<file path="config.mk">
export PLATFORM = sky130hd
export DESIGN_NAME = arm_position_hold_controller_core
export DESIGN_NICKNAME = d
export VERILOG_FILES = /design/src/hdl/aphc_pkg.sv /design/src/hdl/arm_position_hold_controller_core.sv
export SDC_FILE = /design/constraint.sdc
export NUM_CORES = 1
export LEC_CHECK = 0
export BUFFER_PORTS_ARGS = -buffer_cell sky130_fd_sc_hd__buf_2
export CAP_MARGIN = 40
export CORE_UTILIZATION = 40
export CTS_CLUSTER_DIAMETER = 50
export DETAILED_ROUTE_END_ITERATION = 8
export SLEW_MARGIN = 15
export SYNTH_ARGS = -nofsm -noshare
export SYNTH_HDL_FRONTEND = slang
export SYNTH_SLANG_ARGS = --single-unit
export TNS_END_PERCENT = 30
</file>
<file path="constraint.sdc">
create_clock -name clk_i -period 10.2 [get_ports clk_i]
set_input_delay 1.53 -clock clk_i [delete_from_list [all_inputs] [get_ports clk_i]]
set_output_delay 1.53 -clock clk_i [all_outputs]
set_load 0.005 [all_outputs]
</file>
<file path="src/hdl/aphc_pkg.sv">
// Types, constants and helper functions of the arm position hold controller.
// Used by the core and its checker; depends on nothing.
package aphc_pkg;

  localparam int unsigned POS_W   = 12;
  localparam int unsigned BAND_W  = 8;
  localparam int unsigned JUP_W   = 7;
  localparam int unsigned JDN_W   = 8;
  localparam int unsigned DRIVE_W = 9;
  localparam int unsigned GAIN_W  = 8;
  localparam int unsigned ADDR_W  = 5;
  localparam int unsigned DATA_W  = 32;

  typedef logic [POS_W-1:0]   pos_t;
  typedef logic [BAND_W-1:0]  band_t;
  typedef logic [JUP_W-1:0]   jog_up_t;
  typedef logic [JDN_W-1:0]   jog_dn_t;
  typedef logic [DRIVE_W-1:0] drive_t;
  typedef logic [GAIN_W-1:0]  gain_t;

  // Register map, word index into the APB window.
  typedef enum logic [2:0] {
    REG_LOWER_LIMIT    = 3'd0,
    REG_UPPER_LIMIT    = 3'd1,
    REG_HOLD_BAND      = 3'd2,
    REG_PRESET_FLIP    = 3'd3,
    REG_PRESET_UNDER   = 3'd4,
    REG_PRESET_DESCORE = 3'd5,
    REG_JOG_UP_DRIVE   = 3'd6,
    REG_JOG_DOWN_DRIVE = 3'd7
  } reg_idx_e;

  // Reset values.
  localparam pos_t    RST_LOWER_LIMIT    = 12'd700;
  localparam pos_t    RST_UPPER_LIMIT    = 12'd3200;
  localparam band_t   RST_HOLD_BAND      = 8'd16;
  localparam pos_t    RST_PRESET_FLIP    = 12'd1220;
  localparam pos_t    RST_PRESET_UNDER   = 12'd1800;
  localparam pos_t    RST_PRESET_DESCORE = 12'd2250;
  localparam jog_up_t RST_JOG_UP_DRIVE   = 7'd64;
  localparam jog_dn_t RST_JOG_DOWN_DRIVE = 8'd16;

  // Stepped hold gains and their distance thresholds.
  localparam gain_t GAIN_0 = 8'd8;
  localparam gain_t GAIN_1 = 8'd16;
  localparam gain_t GAIN_2 = 8'd32;
  localparam gain_t GAIN_3 = 8'd64;
  localparam gain_t GAIN_4 = 8'd128;
  localparam pos_t  DIST_0 = 12'd32;
  localparam pos_t  DIST_1 = 12'd64;
  localparam pos_t  DIST_2 = 12'd128;
  localparam pos_t  DIST_3 = 12'd256;

  function automatic gain_t hold_gain(pos_t dist_mag);
    gain_t g;
    if (dist_mag < DIST_0) begin
      g = GAIN_0;
    end else if (dist_mag < DIST_1) begin
      g = GAIN_1;
    end else if (dist_mag < DIST_2) begin
      g = GAIN_2;
    end else if (dist_mag < DIST_3) begin
      g = GAIN_3;
    end else begin
      g = GAIN_4;
    end
    return g;
  endfunction

endpackage

</file>
<file path="src/hdl/arm_position_hold_controller_core.sv">
// Arm position hold controller: request register, one tick of control logic, result register.
// Depends on aphc_pkg.
//
// One request is one control tick: a 12-bit potentiometer sample plus the jog and
// preset buttons. Each request yields exactly one result: the signed motor drive,
// the hold flag and the hold target after that tick. The block takes one request
// per clock cycle while the output is not stalled; a request waits in the request
// register until it is processed, and its result is then registered in the result
// register and presented from there. The rate is set by the state update (target,
// hold flag, last drive), computed combinationally from the registered request and
// written as it is processed. The request register and the result register decouple the two sides, so
// a new request is taken while a finished result still waits; the input stalls only
// when both the request register and the result register are full and the output
// is stalled. Configuration goes through an APB-style port, one 32-bit word per
// register at byte address 4*index; write it only while no request is in flight.
module arm_position_hold_controller_core (
  input  logic                              clk_i,
  input  logic                              rst_ni,
  // request channel
  input  logic                              in_valid_i,
  output logic                              in_stall_o,
  input  logic [aphc_pkg::POS_W-1:0]        arm_position_i,
  input  logic                              jog_up_i,
  input  logic                              jog_down_i,
  input  logic                              go_lowest_i,
  input  logic                              go_flip_i,
  input  logic                              go_under_i,
  input  logic                              go_descore_i,
  // result channel
  output logic                              out_valid_o,
  input  logic                              out_stall_i,
  output logic signed [aphc_pkg::DRIVE_W-1:0] motor_drive_o,
  output logic                              hold_active_o,
  output logic [aphc_pkg::POS_W-1:0]        target_position_o,
  // configuration port
  input  logic                              psel,
  input  logic                              penable,
  input  logic                              pwrite,
  input  logic [aphc_pkg::ADDR_W-1:0]       paddr,
  input  logic [aphc_pkg::DATA_W-1:0]       pwdata,
  output logic [aphc_pkg::DATA_W-1:0]       prdata,
  output logic                              pready
);

  // ---------------------------------------------------------------------------
  // Configuration registers
  // ---------------------------------------------------------------------------
  aphc_pkg::pos_t    lower_limit_q, upper_limit_q;
  aphc_pkg::pos_t    preset_flip_q, preset_under_q, preset_descore_q;
  aphc_pkg::band_t   hold_band_q;
  aphc_pkg::jog_up_t jog_up_drive_q;
  aphc_pkg::jog_dn_t jog_down_drive_q;

  aphc_pkg::reg_idx_e reg_idx;
  logic               cfg_write;

  assign pready    = 1'b1;
  assign cfg_write = psel && penable && pwrite && pready;
  assign reg_idx   = aphc_pkg::reg_idx_e'(paddr[4:2]);

  always_ff @(posedge clk_i or negedge rst_ni) begin
    if (!rst_ni) begin
      lower_limit_q    <= aphc_pkg::RST_LOWER_LIMIT;
      upper_limit_q    <= aphc_pkg::RST_UPPER_LIMIT;
      hold_band_q      <= aphc_pkg::RST_HOLD_BAND;
      preset_flip_q    <= aphc_pkg::RST_PRESET_FLIP;
      preset_under_q   <= aphc_pkg::RST_PRESET_UNDER;
      preset_descore_q <= aphc_pkg::RST_PRESET_DESCORE;
      jog_up_drive_q   <= aphc_pkg::RST_JOG_UP_DRIVE;
      jog_down_drive_q <= aphc_pkg::RST_JOG_DOWN_DRIVE;
    end else if (cfg_write) begin
      // Drop bits above each register's width.
      unique case (reg_idx)
        aphc_pkg::REG_LOWER_LIMIT:    lower_limit_q    <= pwdata[aphc_pkg::POS_W-1:0];
        aphc_pkg::REG_UPPER_LIMIT:    upper_limit_q    <= pwdata[aphc_pkg::POS_W-1:0];
        aphc_pkg::REG_HOLD_BAND:      hold_band_q      <= pwdata[aphc_pkg::BAND_W-1:0];
        aphc_pkg::REG_PRESET_FLIP:    preset_flip_q    <= pwdata[aphc_pkg::POS_W-1:0];
        aphc_pkg::REG_PRESET_UNDER:   preset_under_q   <= pwdata[aphc_pkg::POS_W-1:0];
        aphc_pkg::REG_PRESET_DESCORE: preset_descore_q <= pwdata[aphc_pkg::POS_W-1:0];
        aphc_pkg::REG_JOG_UP_DRIVE:   jog_up_drive_q   <= pwdata[aphc_pkg::JUP_W-1:0];
        aphc_pkg::REG_JOG_DOWN_DRIVE: jog_down_drive_q <= pwdata[aphc_pkg::JDN_W-1:0];
        default: ;
      endcase
    end
  end

  // Register readback, zero extended.
  always_comb begin
    unique case (reg_idx)
      aphc_pkg::REG_LOWER_LIMIT:    prdata = aphc_pkg::DATA_W'(lower_limit_q);
      aphc_pkg::REG_UPPER_LIMIT:    prdata = aphc_pkg::DATA_W'(upper_limit_q);
      aphc_pkg::REG_HOLD_BAND:      prdata = aphc_pkg::DATA_W'(hold_band_q);
      aphc_pkg::REG_PRESET_FLIP:    prdata = aphc_pkg::DATA_W'(preset_flip_q);
      aphc_pkg::REG_PRESET_UNDER:   prdata = aphc_pkg::DATA_W'(preset_under_q);
      aphc_pkg::REG_PRESET_DESCORE: prdata = aphc_pkg::DATA_W'(preset_descore_q);
      aphc_pkg::REG_JOG_UP_DRIVE:   prdata = aphc_pkg::DATA_W'(jog_up_drive_q);
      aphc_pkg::REG_JOG_DOWN_DRIVE: prdata = aphc_pkg::DATA_W'(jog_down_drive_q);
      default:                      prdata = '0;
    endcase
  end

  // ---------------------------------------------------------------------------
  // Request register
  // ---------------------------------------------------------------------------
  logic           req_valid_q;
  aphc_pkg::pos_t pos_q;
  logic           jog_up_q, jog_down_q;
  logic           go_lowest_q, go_flip_q, go_under_q, go_descore_q;

  logic out_valid_q;
  logic req_take;   // request accepted into the request register
  logic advance;    // registered request is processed this cycle

  assign advance    = req_valid_q && (!out_valid_q || !out_stall_i);
  assign in_stall_o = req_valid_q && !advance;
  assign req_take   = in_valid_i && !in_stall_o;

  always_ff @(posedge clk_i or negedge rst_ni) begin
    if (!rst_ni) begin
      req_valid_q <= 1'b0;
    end else if (req_take) begin
      req_valid_q <= 1'b1;
    end else if (advance) begin
      req_valid_q <= 1'b0;
    end
  end

  // Payload holds without reset; loaded only on accept.
  always_ff @(posedge clk_i) begin
    if (req_take) begin
      pos_q        <= arm_position_i;
      jog_up_q     <= jog_up_i;
      jog_down_q   <= jog_down_i;
      go_lowest_q  <= go_lowest_i;
      go_flip_q    <= go_flip_i;
      go_under_q   <= go_under_i;
      go_descore_q <= go_descore_i;
    end
  end

  // ---------------------------------------------------------------------------
  // Tick logic: hold phase, jog phase, preset phase
  // ---------------------------------------------------------------------------
  aphc_pkg::pos_t   target_q, target_d;
  logic             holding_q, holding_d;
  aphc_pkg::drive_t drive_q, drive_d;

  aphc_pkg::pos_t   dist_mag;
  aphc_pkg::gain_t  gain;
  logic [aphc_pkg::POS_W:0] pos_plus_band, tgt_plus_band;
  logic             below_band, above_band;
  logic             outside_limits;
  logic             jog_down_ok, jog_up_ok;
  aphc_pkg::drive_t hold_drive;

  always_comb begin
    dist_mag = (pos_q > target_q) ? (pos_q - target_q) : (target_q - pos_q);
    gain     = aphc_pkg::hold_gain(dist_mag);

    // pos < tgt - band  <=>  pos + band < tgt, kept unsigned at one extra bit.
    pos_plus_band = {1'b0, pos_q} + (aphc_pkg::POS_W + 1)'(hold_band_q);
    tgt_plus_band = {1'b0, target_q} + (aphc_pkg::POS_W + 1)'(hold_band_q);
    below_band    = pos_plus_band < {1'b0, target_q};
    above_band    = {1'b0, pos_q} > tgt_plus_band;

    outside_limits = (pos_q > upper_limit_q) || (pos_q < lower_limit_q);
    jog_down_ok    = jog_down_q && (pos_q > lower_limit_q);
    jog_up_ok      = jog_up_q && (pos_q < upper_limit_q);

    // Hold phase.
    priority if (below_band) begin
      hold_drive = aphc_pkg::DRIVE_W'(gain);
    end else if (above_band) begin
      hold_drive = aphc_pkg::drive_t'(0) - aphc_pkg::DRIVE_W'(gain);
    end else begin
      hold_drive = '0;
    end

    target_d  = target_q;
    holding_d = holding_q;
    if (holding_q) begin
      drive_d = hold_drive;
    end else if (outside_limits) begin
      drive_d = '0;
    end else begin
      drive_d = drive_q;
    end

    // Jog phase: down wins over up; release re-arms hold at the sample.
    priority if (jog_down_ok) begin
      holding_d = 1'b0;
      drive_d   = aphc_pkg::drive_t'(0) - aphc_pkg::DRIVE_W'(jog_down_drive_q);
    end else if (jog_up_ok) begin
      holding_d = 1'b0;
      drive_d   = aphc_pkg::DRIVE_W'(jog_up_drive_q);
    end else if (!holding_q) begin
      holding_d = 1'b1;
      drive_d   = '0;
      target_d  = pos_q;
    end

    // Preset phase, lowest preset first.
    priority if (go_lowest_q) begin
      target_d = lower_limit_q;
    end else if (go_flip_q) begin
      target_d = preset_flip_q;
    end else if (go_under_q) begin
      target_d = preset_under_q;
    end else if (go_descore_q) begin
      target_d = preset_descore_q;
    end
  end

  always_ff @(posedge clk_i or negedge rst_ni) begin
    if (!rst_ni) begin
      target_q  <= aphc_pkg::RST_LOWER_LIMIT;
      holding_q <= 1'b1;
      drive_q   <= '0;
    end else if (advance) begin
      target_q  <= target_d;
      holding_q <= holding_d;
      drive_q   <= drive_d;
    end
  end

  // ---------------------------------------------------------------------------
  // Result register
  // ---------------------------------------------------------------------------
  aphc_pkg::drive_t res_drive_q;
  logic             res_hold_q;
  aphc_pkg::pos_t   res_target_q;

  always_ff @(posedge clk_i or negedge rst_ni) begin
    if (!rst_ni) begin
      out_valid_q <= 1'b0;
    end else if (advance) begin
      out_valid_q <= 1'b1;
    end else if (!out_stall_i) begin
      out_valid_q <= 1'b0;
    end
  end

  always_ff @(posedge clk_i) begin
    if (advance) begin
      res_drive_q  <= drive_d;
      res_hold_q   <= holding_d;
      res_target_q <= target_d;
    end
  end

  assign out_valid_o       = out_valid_q;
  assign motor_drive_o     = $signed(res_drive_q);
  assign hold_active_o     = res_hold_q;
  assign target_position_o = res_target_q;

endmodule

</file>
# ---- Word level (Yosys, flattened, before mapping)
# Cells that the tools add are included.
dict set report classes {
  n_reduce_logical 22
  eq_ne 8
  n_addsub 6
  magnitude_cmp 9
  n_mux 24
}
# cell n
set ops {}
lappend ops {{one-hot mux 32 bit (8 select lines)} 1}
lappend ops {{two-way mux 12 bit} 8}
lappend ops {{two-way mux 9 bit} 5}
lappend ops {{two-way mux 8 bit} 4}
lappend ops {{adder 12 x 8 -> 13 bit} 2}
lappend ops {{> comparator 12 bit} 2}
lappend ops {{subtractor 12 bit} 2}
lappend ops {{subtractor 1 x 8 -> 9 bit, first input constant} 2}
lappend ops {{AND reduction 2 bit} 8}
lappend ops {{> comparator 12 x 13 -> 1 bit} 1}
lappend ops {{less-than comparator 13 x 12 -> 1 bit} 1}
lappend ops {{equality test 3 bit, second input constant} 4}
lappend ops {{less-than comparator 12 bit} 1}
lappend ops {{less-than comparator 12 x 6 -> 1 bit, second input constant} 1}
lappend ops {{less-than comparator 12 x 7 -> 1 bit, second input constant} 1}
lappend ops {{less-than comparator 12 x 8 -> 1 bit, second input constant} 1}
lappend ops {{less-than comparator 12 x 9 -> 1 bit, second input constant} 1}
lappend ops {{logical AND 1 bit} 7}
lappend ops {{equality test 3 x 2 -> 1 bit, second input constant} 2}
lappend ops {{two-way mux 1 bit} 6}
lappend ops {{zero test 1 bit} 4}
lappend ops {{equality test 3 x 1 -> 1 bit, second input constant} 1}
lappend ops {{zero test 3 bit} 1}
lappend ops {{inequality test 2 x 1 -> 1 bit, second input constant} 1}
lappend ops {{other kinds (2)} 2}
dict set report totals {
  out_inout_bits 57
  register_bits 138
}

# ---- Logic depth before layout (Yosys ltp)
# Gate-level depths: netlist (run 1).
dict set report depth {
  depth_word 13
  depth_mapped 18
}

# ---- Least setup slack after synthesis (run 1)
# OpenSTA, ideal clock, no wires.
dict set report synth_timing {
  path_kind {input to output}
  startpoint {input paddr[3] in the netlist's numbering}
  endpoint {output prdata[6] in the netlist's numbering}
  cell_stages 5
  required_ns 8.670
  arrival_time_ns 2.944
  setup_slack_ns 5.726
  n_path_buf 2
  path_cell_list {clkbuf_1 clkbuf_1 mux2_2 a221oi_1 a21oi_1}
}
dict set report synth_via {
  elab_chain_cells 2
  word_cells_on_any_way 9
  cone_classes {eq/ne (7); mux (1); reduce/logical (1)}
}
# item line
set synth_rtl {}
lappend synth_rtl {{start: declaration} arm_position_hold_controller_core.sv:39} ;# input logic [aphc_pkg::ADDR_W-1:0] paddr,
lappend synth_rtl {{equality test 3 bit (tied with other cells)} arm_position_hold_controller_core.sv:89} ;# unique case (reg_idx)
lappend synth_rtl {{one-hot mux 32 bit (8 select lines) (*)} arm_position_hold_controller_core.sv:89}
lappend synth_rtl {{end: declaration} arm_position_hold_controller_core.sv:41} ;# output logic [aphc_pkg::DATA_W-1:0] prdata,
# Mark *: on every way between the ends. The rest lies on a longest branch, timed or not. The select of a mux whose other input is x is not followed.

# ---- Worst setup path after layout (run 1)
dict set report layout_timing {
  startpoint {input paddr[3] in the netlist's numbering}
  endpoint {output prdata[5] in the netlist's numbering}
}
# Same word-level chain as after synthesis.

==> summary.txt, run 1 <==
================================================================================
Fraction of final layout cells with drive strength greater than 1 .        23.6%
# setup viols final ...............................................            0
Post-synthesis sequential element count ...........................          138
Hold Buf Count CTS ................................................            0
Setup repair after global routing missed its margin ...............           no
Core area .........................................................    23500 um2
Combined area of all synthesized cells ............................     9580 um2
Wire length per cell after detailed routing .......................      20.0 um
Syn_area_per_cell .................................................     9.93 um2
Post-placement cell count .........................................         1322
Synth area leader .................................................      dfrtp_1
Number of setup buffers added after CTS ...........................            0
Number of H-tree branching levels .................................            4
Min-Delay Path Class ..............................................      reg2reg
TritonCTS clock tree ..............................................          yes
CTS root buffer ...................................................    clkbuf_16
Slack of the worst reg-to-reg path ................................      5.61 ns
Final Cycle Share .................................................        51.9%
Worst path arrival time ...........................................      3.76 ns
Max transition margin .............................................        45.4%
Overall track demand over capacity in global routing ..............        23.0%
Die area ..........................................................    24600 um2
Via count of the first global-routing pass ........................         7355
Aggregate negative setup slack ....................................         0 ns
R2R Path End ...................................................... motor_drive_o[5]
Power per cell area ...............................................   200 nW/um2
Crit start category ...............................................   input port
Area growth, synth to finish ......................................        12.3%
Leakage power of the design .......................................   0.00485 uW
Post-cts resize count .............................................            0
Hold Startpoint ...................................................  req_valid_q
Slowest CP cell ...................................................        buf_2
Sum of overflow across all layers after global routing ............            0
Setup clock skew after layout .....................................    0.0103 ns
Outcome ........................................................... finished clean
Final estimated routing congestion in global placement ............        0.874
Crit-path max cell delay ..........................................      0.62 ns
Highest ir drop seen on vdd .......................................       127 uV
Clock period minus final worst setup slack ........................      5.29 ns
Count of endpoints failing hold in the final timing report ........            0
End point of the most critical hold path ..........................  out_valid_o
Vias/cell .........................................................         5.66
Fraction of met3 tracks used by global routing ....................        3.82%
CTS sink cnt ......................................................          138
Ys flop type ......................................................      dfrtp_1
Count of flip-flops with a built-in enable after synthesis ........           40
Met2 routing resource usage after global routing ..................        36.7%
Total number of placement rows ....................................           56
DRC marker count from the first detailed-route iteration ..........          506
Max frequency .....................................................      189 MHz
Met1 track demand over resource ...................................        30.5%
Count of yosys warnings during synthesis ..........................            0
Cells traversed along the worst timing path ....................... buf_2 > inv_1 > nor2_1 > a22o_1 > a221oi_1 > nor2_1 > buf_2
Starting density of the core ......................................        40.8%
Maximum number of pins on one net before global-route repair ......           61
Max Cap Viol ......................................................            0
Number of antenna cells inserted ..................................            0
Die width .........................................................       157 um
Top Ports .........................................................          119
Global-route wire length before repair ............................      41.8 mm
Length of the first detailed-routing pass in iterations ...........            5
Max Root-Sink Buffers .............................................            2
Half-perimeter wire length of the detailed placement result .......      20.3 mm
Cell Count, Final, Fillers Out ....................................         1356
Setup Crit Path Kind ..............................................       in2out
Reg clk slew, reported paths ......................................      0.06 ns
Post-synthesis cell count .........................................          964
Async set-reset flop share out of synthesis .......................        71.0%
Distinct cell type count after synthesis ..........................           73
Later-pin clock latency in the skew report ........................      0.43 ns
Vertical extent of the die ........................................       157 um
Remaining DRCs ....................................................            0
Clock buffers created by TritonCTS ................................           17
Antenna violations before repair ..................................            0
Antenna viol nets, final ..........................................            0
Required @ worst endpoint .........................................      8.67 ns
Depth of the worst register-to-register path ......................           16
Top area cells in the synthesized netlist ......................... dfrtp_1 (17%), edfxtp_1 (13%), ha_1 (11%)
Worst Setup End Kind ..............................................  output port
Proportion of netlist area held by the largest area contributor ...        17.2%
Fin nets ..........................................................         1174
Worst flop-to-flop path startpoint ................................     pos_q[1]
Cell count of the worst hold path .................................            1
Total wirelength of the detailed-routed design ....................      27.2 mm
Layer with the highest usage ......................................         met2
Number of vias after detailed routing .............................         7680
I/O Buffers .......................................................           75
Worst-Margin Slew .................................................     0.815 ns
Crit path max fanout ..............................................           30
Pins Over Slew Limit ..............................................            0
Sequential-to-total area share from yosys stat ....................        38.6%
================================================================================
-- report_power, final --
| group | total, uW | switching [uW] | internal, uW |
|---|---|---|---|
| clock network | 612 | 266 | 346 |
| logic | 723 | 398 | 326 |
| registers | 815 | 120 | 695 |
| total | 2150 | 783 | 1370 |
-- layout make-up --
class                      instances  area [um2]
fill                            2243       12700
multi-input combinational        719        5370
sequential                       138        3690
clock buffer                      20         478
timing repair buffer              85         477
tap                              319         399
inverter                          63         236
clock inverter                    12         101
-- metrics by stage --
stage               hold slack, ns  instance area [um2]  power [uW]  util, %  setup WS (ns)
finish                       0.492                10800        2150     45.8           4.91
global route                 0.531                10800        2290     45.8           4.84
floorplan                    0.448                 9650        1320        -           5.73
global placement             0.457                10100        1520     43.1           5.01
detailed placement           0.472                10200        1530     43.3           5.00
CTS                          0.499                10700        2150     45.7           5.00
-- worst max-delay path: cells and delay by family --
kind            cells  cell delay, ns
buf+inv             3            1.26
simple gates        2            0.66
compound gates      2            0.29
-- flip-flops by register name, indices dropped and copies added, names as in the netlist, 7 cells and up --
signal	count
jog_down_drive_q	8
preset_flip_q	12
pos_q	12
target_position_o	12
target_q	12
preset_under_q	12
hold_band_q	8
motor_drive_o	9
lower_limit_q	12
upper_limit_q	12
jog_up_drive_q	7
preset_descore_q	12
-- layout by cell type (no fill, tap or decap), types with 10 or more instances in the layout --
master and count:
buf_2 74, dfrtp_1 66, mux2_2 79, dfstp_2 32
nor2b_1 10, nand2b_1 14, clkbuf_16 18, inv_1 62
o21ai_0 52, a21o_1 15, o22a_1 12, conb_1 21
ha_1 86, and3_1 17, nand2_1 59, mux2i_1 15
xnor2_1 18, a31oi_1 16, nor2_1 61, edfxtp_1 40
o221ai_1 13, nand4_1 12, nand3_1 14, a21oi_1 74
-- worst max-delay path by stage --
| stage | startpoint | end | slack, ns | depth (start not counted) |
|---|---|---|---|---|
| 3_5_place_dp | paddr[3] | prdata[5] | 5.00 | 7 |
| 5_1_grt | paddr[3] | prdata[7] | 4.84 | 7 |
| 6_report | paddr[3] | prdata[5] | 4.91 | 7 |
| 4_1_cts | paddr[3] | prdata[5] | 5.00 | 7 |
| 2_1_floorplan | paddr[3] | prdata[6] | 5.73 | 5 |
| 3_3_place_gp | paddr[3] | prdata[5] | 5.01 | 7 |
-- cells in the mapped netlist (all sizes together) (16+ instances only) --
library cell	n
a21oi	75
a31oi	16
and3	18
buf	31
clkbuf	32
dfrtp	66
dfstp	32
edfxtp	40
ha	86
inv	62
mux2	79
nand2	59
nor2	61
o21ai	54
xnor2	18
-- logic make-up after synthesis --
group / after synthesis / share of synthesized area, %
compound gates: 267 / 18.5
simple gates: 219 / 11.0
flops: 138 / 38.6
buf+inv: 126 / 6.13
mux: 97 / 11.6
fa+ha+maj: 88 / 11.7
xor+xnor: 27 / 2.47
other cells: 2 / 0.0784
-- layer usage --
metal  vias up  share of wire (%)
met1      3714                 45
li1       3625                  -
met2       280                 46
met4         0                3.7
met3        61                5.6
met5         -                  0
Note: power is estimated with default switching activity, not from simulation.
==> run 2: changes to the inputs <==
Clock period 10.2 ns to 4.55 ns, I/O delays scaled along.
==> summary.txt, run 2 (synthesis gave the netlist of run 1 again) <==
================================================================================
Outcome ........................................................... finished clean
Number of antenna cells inserted ..................................            0   unchanged
Highest ir drop seen on vdd .......................................       302 uV   +140%
Layer with the highest usage ......................................         met2
Final estimated routing congestion in global placement ............        0.903   +3.4%
Number of vias after detailed routing .............................         7746   +0.86%
Met1 track demand over resource ...................................        30.8%   +0.27 points
Overall track demand over capacity in global routing ..............        23.6%   +0.58 points
Reg clk slew, reported paths ......................................      0.06 ns   about the same
CTS sink cnt ......................................................          138   unchanged
Aggregate negative setup slack ....................................         0 ns   unchanged
Remaining DRCs ....................................................            0   unchanged
Die area ..........................................................    24600 um2   unchanged
Maximum number of pins on one net before global-route repair ......           62   +1.6%
Worst Setup End Kind ..............................................         flop
Length of the first detailed-routing pass in iterations ...........            5   unchanged
Fraction of final layout cells with drive strength greater than 1 .        24.7%   +1.1 points
Later-pin clock latency in the skew report ........................      0.43 ns   about the same
# setup viols final ...............................................            0   unchanged
Max Root-Sink Buffers .............................................            2   unchanged
Fin nets ..........................................................         1190   +1.4%
Area growth, synth to finish ......................................        14.3%
Max transition margin .............................................        45.2%   -0.23 points
Worst setup slack after placement .................................     0.445 ns   -4.56 ns
Final non-filler cell area ........................................    10900 um2   +1.8%
Antenna viol nets, final ..........................................            0   unchanged
Antenna violations before repair ..................................            0   unchanged
Leakage power of the design .......................................   0.00496 uW   +2.2%
Power per cell area ...............................................   455 nW/um2   +130%
Required @ worst endpoint .........................................      4.85 ns   -3.82 ns
Total number of placement rows ....................................           56   unchanged
Starting density of the core ......................................        40.8%   unchanged
Internal Power ....................................................      3230 uW   +140%
Via count of the first global-routing pass ........................         7548   +2.6%
Core area .........................................................    23500 um2   unchanged
Number of setup buffers added after CTS ...........................            0   unchanged
Power dissipated by switching net loads ...........................      1760 uW   +120%
Vertical extent of the die ........................................       157 um   unchanged
Count of endpoints failing hold in the final timing report ........            0   unchanged
Die width .........................................................       157 um   unchanged
Reg power frac ....................................................        36.1%   -1.8 points
Depth of the worst register-to-register path ......................           18   +2
DRC marker count from the first detailed-route iteration ..........          524   +3.6%
Sum of overflow across all layers after global routing ............            0   unchanged
Setup Crit Path Kind ..............................................      reg2reg
Setup clock skew after layout .....................................    0.0123 ns   +0.00203 ns
Global-route wire length before repair ............................      43.0 mm   +3.0%
Post-cts resize count .............................................            0   unchanged
Max Cap Viol ......................................................            0   unchanged
Half-perimeter wire length of the detailed placement result .......      20.6 mm   +1.6%
Setup repair after global routing missed its margin ...............           no
Final Cycle Share .................................................        90.7%
Crit start category ...............................................         flop
Number of fill cells ..............................................         2198   -2.0%
Min-Delay Path Class ..............................................     in2async
Proportion of power drawn by the clock network ....................        30.5%   +2.1 points
Clock buffers created by TritonCTS ................................           17   unchanged
Total wirelength of the detailed-routed design ....................      27.5 mm   +1.1%
Worst-Margin Slew .................................................     0.819 ns   +0.00341 ns
Crit path max fanout ..............................................            6   -80%
Met2 routing resource usage after global routing ..................        37.8%   +1.1 points
I/O Buffers .......................................................           75   unchanged
Wire length per cell after detailed routing .......................      20.0 um   about the same
TritonCTS clock tree ..............................................          yes
Hold Buf Count CTS ................................................            0   unchanged
Max frequency .....................................................      242 MHz
CTS root buffer ...................................................    clkbuf_16
Placed Area .......................................................    10300 um2   +1.2%
Pins Over Slew Limit ..............................................            0   unchanged
Smallest setup slack after layout .................................     0.423 ns   -4.48 ns
Clock period minus final worst setup slack ........................      4.13 ns
Most used cells in the layout excluding fill and tap cells ........ ha_1 (86), mux2_2 (79), a21oi_1 (74), buf_2 (74), dfrtp_1 (66)
Most common cell after layout, fill and taps aside ................         ha_1
Total Power Consumption ...........................................      4990 uW   +130%
Worst path arrival time ...........................................      4.42 ns   +0.66 ns
Number of H-tree branching levels .................................            4   unchanged
Fraction of met3 tracks used by global routing ....................        3.74%   -0.083 points
Vias/cell .........................................................         5.65   -0.32%
Share of total power in combinational logic .......................        33.4%   -0.2 points
Top Ports .........................................................          119   unchanged
Switching power share of the total ................................        35.3%   -1.2 points
================================================================================
==> run 2: power groups by stage <==
| stage | Combinational [uW] | Sequential, uW | Clock [uW] |
|---|---|---|---|
| 3_3_place_gp | 1600 | 1810 | 0 |
| 5_1_grt | 1870 | 1820 | 1600 |
| 2_1_floorplan | 1240 | 1720 | 0 |
| 4_1_cts | 1650 | 1800 | 1540 |
| 3_5_place_dp | 1640 | 1820 | 0 |
| 6_report | 1670 | 1800 | 1520 |
==> run 2: worst max-delay path, cell delays in order, from the launching register on <==
cell and delay (ns):
dfrtp_1 0.47, ha_1 0.33, a21o_1 0.19, a21oi_1 0.23, o21bai_1 0.09, a21oi_1 0.24, o21bai_1 0.11, a41oi_1 0.34
nor3_1 0.10, xor2_1 0.15, ha_1 0.29, a21oi_1 0.18, nor3b_1 0.21, a32oi_1 0.13, a31oi_1 0.18, buf_4 0.18
o21a_1 0.21, and3_1 0.20, a31o_1 0.15
==> run 2: path summary, 6_finish.rpt <==
path	from	to	slack (ns)
worst max register to register	hold_band_q[1]	motor_drive_o[3]	0.42
worst min register to register	req_valid_q	out_valid_o	0.50
min in group clk_i	go_under_i	go_under_q	0.42
worst min-delay path	rst_ni	target_q[10]	0.33
worst max-delay path	hold_band_q[1]	motor_drive_o[3]	0.42
max in group asynchronous	rst_ni	preset_descore_q[6]	3.19
==> run 2: metal layers <==
metal / routed length [um] / vias to the layer above
li1: - / 3677
met1: 12300 / 3752
met2: 12500 / 259
met3: 1410 / 58
met4: 1230 / 0
met5: 0 / -
==> run 2: metrics by stage <==
stage	hold WS [ns]	utilization, %	instances
detailed placement	0.488	43.8	1338
global route	0.391	46.6	1372
floorplan	0.387	-	983
global placement	0.479	43.6	1335
finish	0.330	46.6	1372
CTS	0.358	46.5	1370
==> run 2: layout make-up <==
| cell class | count | area (um2) | area share (%) |
|---|---|---|---|
| sequential | 138 | 3690 | 33.7 |
| multi-input combinational | 719 | 5370 | 49.0 |
| inverter | 63 | 236 | 2.16 |
| tap | 319 | 399 | 3.65 |
| clock buffer | 21 | 504 | 4.61 |
| clock inverter | 11 | 144 | 1.31 |
| timing repair buffer | 101 | 601 | 5.49 |
==> run 3: changes to the inputs <==
Settings changed: CTS_CLUSTER_DIAMETER 50 to not set, GPL_TIMING_DRIVEN set to 0.
==> summary.txt, run 3 (synthesis gave the netlist of run 1 again) <==
================================================================================
Outcome ........................................................... finished clean
Top Ports .........................................................          119   unchanged
Antenna viol nets, final ..........................................            0   unchanged
Worst setup slack after placement .................................   -0.0576 ns   -0.503 ns
Post-Route Hold Slack .............................................    0.0791 ns   -0.251 ns
TritonCTS clock tree ..............................................          yes
Worst Setup End Kind ..............................................         flop
Crit path max fanout ..............................................            7   +1
Setup clock skew after layout .....................................   0.00705 ns   -0.00528 ns
Core area .........................................................    23500 um2   unchanged
Worst path arrival time ...........................................      4.43 ns   about the same
Maximum number of pins on one net before global-route repair ......           85   +37%
Area growth, synth to finish ......................................        16.0%
Antenna violations before repair ..................................            0   unchanged
Clock buffers created by TritonCTS ................................           17   unchanged
Count of endpoints failing hold in the final timing report ........            0   unchanged
CTS root buffer ...................................................    clkbuf_16
Post-placement cell count .........................................         1380   +3.1%
Smallest setup slack after layout .................................     0.301 ns   -0.121 ns
Half-perimeter wire length of the detailed placement result .......      22.0 mm   +6.6%
Max transition margin .............................................        45.1%   -0.13 points
Final non-filler cell area ........................................    11100 um2   +1.5%
Highest ir drop seen on vdd .......................................       291 uV   -3.7%
Fin nets ..........................................................         1233   +3.6%
Reg clk slew, reported paths ......................................      0.06 ns   about the same
Max Cap Viol ......................................................            0   unchanged
Sum of overflow across all layers after global routing ............            0   unchanged
# setup viols final ...............................................            0   unchanged
Worst-Margin Slew .................................................     0.824 ns   +0.00500 ns
Most used cells in the layout excluding fill and tap cells ........ ha_1 (86), mux2_2 (79), buf_2 (79)
Crit-path max cell delay ..........................................      0.57 ns   +0.10 ns
Number of vias after detailed routing .............................         7983   +3.1%
Length of the first detailed-routing pass in iterations ...........            5   unchanged
Cell Count, Final, Fillers Out ....................................         1415   +3.1%
Hold Buf Count CTS ................................................            0   unchanged
Die width .........................................................       157 um   unchanged
DRC marker count from the first detailed-route iteration ..........          631   +20%
Required @ worst endpoint .........................................      4.73 ns   -0.12 ns
Max frequency .....................................................      235 MHz   -2.9%
Total wirelength of the detailed-routed design ....................      28.6 mm   +4.0%
Global-route wire length before repair ............................      44.4 mm   +3.0%
I/O Buffers .......................................................           75   unchanged
Final estimated routing congestion in global placement ............        0.890   -1.4%
Setup repair after global routing missed its margin ...............           no
Total number of placement rows ....................................           56   unchanged
Vertical extent of the die ........................................       157 um   unchanged
Clock period minus final worst setup slack ........................      4.25 ns   +0.121 ns
Die area ..........................................................    24600 um2   unchanged
Slowest CP cell ...................................................     edfxtp_1
Overall track demand over capacity in global routing ..............        24.4%   +0.86 points
Number of antenna cells inserted ..................................            0   unchanged
Wire length per cell after detailed routing .......................      20.2 um   +0.80%
Via count of the first global-routing pass ........................         7790   +3.2%
Core utilization of the finished layout ...........................        47.3%   +0.71 points
Remaining DRCs ....................................................            0   unchanged
Setup Crit Path Kind ..............................................      reg2reg
Pins Over Slew Limit ..............................................            0   unchanged
Fraction of final layout cells with drive strength greater than 1 .        24.7%   +0.035 points
Power per cell area ...............................................   442 nW/um2   -3.0%
Vias/cell .........................................................         5.64   about the same
Final Cycle Share .................................................        93.4%   +2.7 points
Cells traversed along the worst timing path ....................... ha_1 > a21o_1 > a21oi_1 > o21bai_1 > a21oi_1 > o21bai_1 > a41oi_1 > nor3_1 > xor2_1 > ha_1 > a21oi_1 > nor3b_1 > a32oi_1 > a31oi_4 > a21boi_0 > a311o_1
Most common cell after layout, fill and taps aside ................         ha_1
CTS sink cnt ......................................................          138   unchanged
Number of H-tree branching levels .................................            4   unchanged
Placed Area .......................................................    10500 um2   +2.0%
Max Root-Sink Buffers .............................................            2   unchanged
Starting density of the core ......................................        40.8%   unchanged
Later-pin clock latency in the skew report ........................      0.43 ns   about the same
Top cell by count, worst path .....................................      a21oi_1
Crit start category ...............................................         flop
Leakage power of the design .......................................   0.00504 uW   +1.6%
Min-Delay Path Class ..............................................     in2async
================================================================================
[run 3: path summary, 6_finish.rpt]
kind	cells past startpoint	startpoint	slack, ns	to
setup / recovery	16	pos_q[1]	0.30	motor_drive_o[5]
hold / removal	1	rst_ni	0.08	req_valid_q
setup reg to reg	16	pos_q[1]	0.30	motor_drive_o[5]
hold reg to reg	1	req_valid_q	0.49	out_valid_o
max in group asynchronous	2	rst_ni	3.77	hold_band_q[4]
min in group clk_i	1	go_lowest_i	0.42	go_lowest_q
[run 3: final cells by class]
| class | count | area [um2] |
|---|---|---|
| buffer | 63 | 352 |
| clock buffer | 21 | 493 |
| tap | 319 | 399 |
| multi-input combinational | 719 | 5380 |
| fill | 2225 | 12400 |
| clock inverter | 11 | 92.6 |
| timing repair buffer | 81 | 464 |
| inverter | 63 | 236 |
| sequential | 138 | 3690 |
[run 3: power by group]
group | total (uW) | internal [uW] | leakage [uW] | switching (uW)
clock network | 1390 | 792 | 0.000289 | 598
logic | 1670 | 765 | 0.00321 | 909
registers | 1840 | 1560 | 0.00155 | 286
total | 4910 | 3120 | 0.00504 | 1790
[run 3: what timing repair did]
| action | in CTS | in global routing |
|---|---|---|
| endpoints found under the setup margin | 3 | 6 |
| setup buffers | 0 | 2 |
| gates resized for setup | 1 | 1 |
[run 3: metrics by stage]
stage               total power, uW  setup TNS [ns]
detailed placement             3500         -0.0750
CTS                            4910               0
floorplan                      2960               0
global route                   5210               0
global placement               3460               0
finish                         4910               0
[run 3: critical path: cells and delay by family (launching register included)]
kind	cells	cell delay (ns)
AOI/OAI and AO/OA	11	2.31
adders and majority gates	2	0.66
DFF	1	0.57
and+or+nand+nor	2	0.31
xor gates and xnor gates	1	0.15
[run 3: routing by layer]
layer | wire length (um) | vias to the layer above | GRT usage, %
li1 | - | 3758 | -
met1 | 12700 | 3881 | 32.6
met5 | 0 | - | 0
met3 | 1880 | 41 | 4.74
met4 | 722 | 0 | 9.29
met2 | 13300 | 303 | 39.0
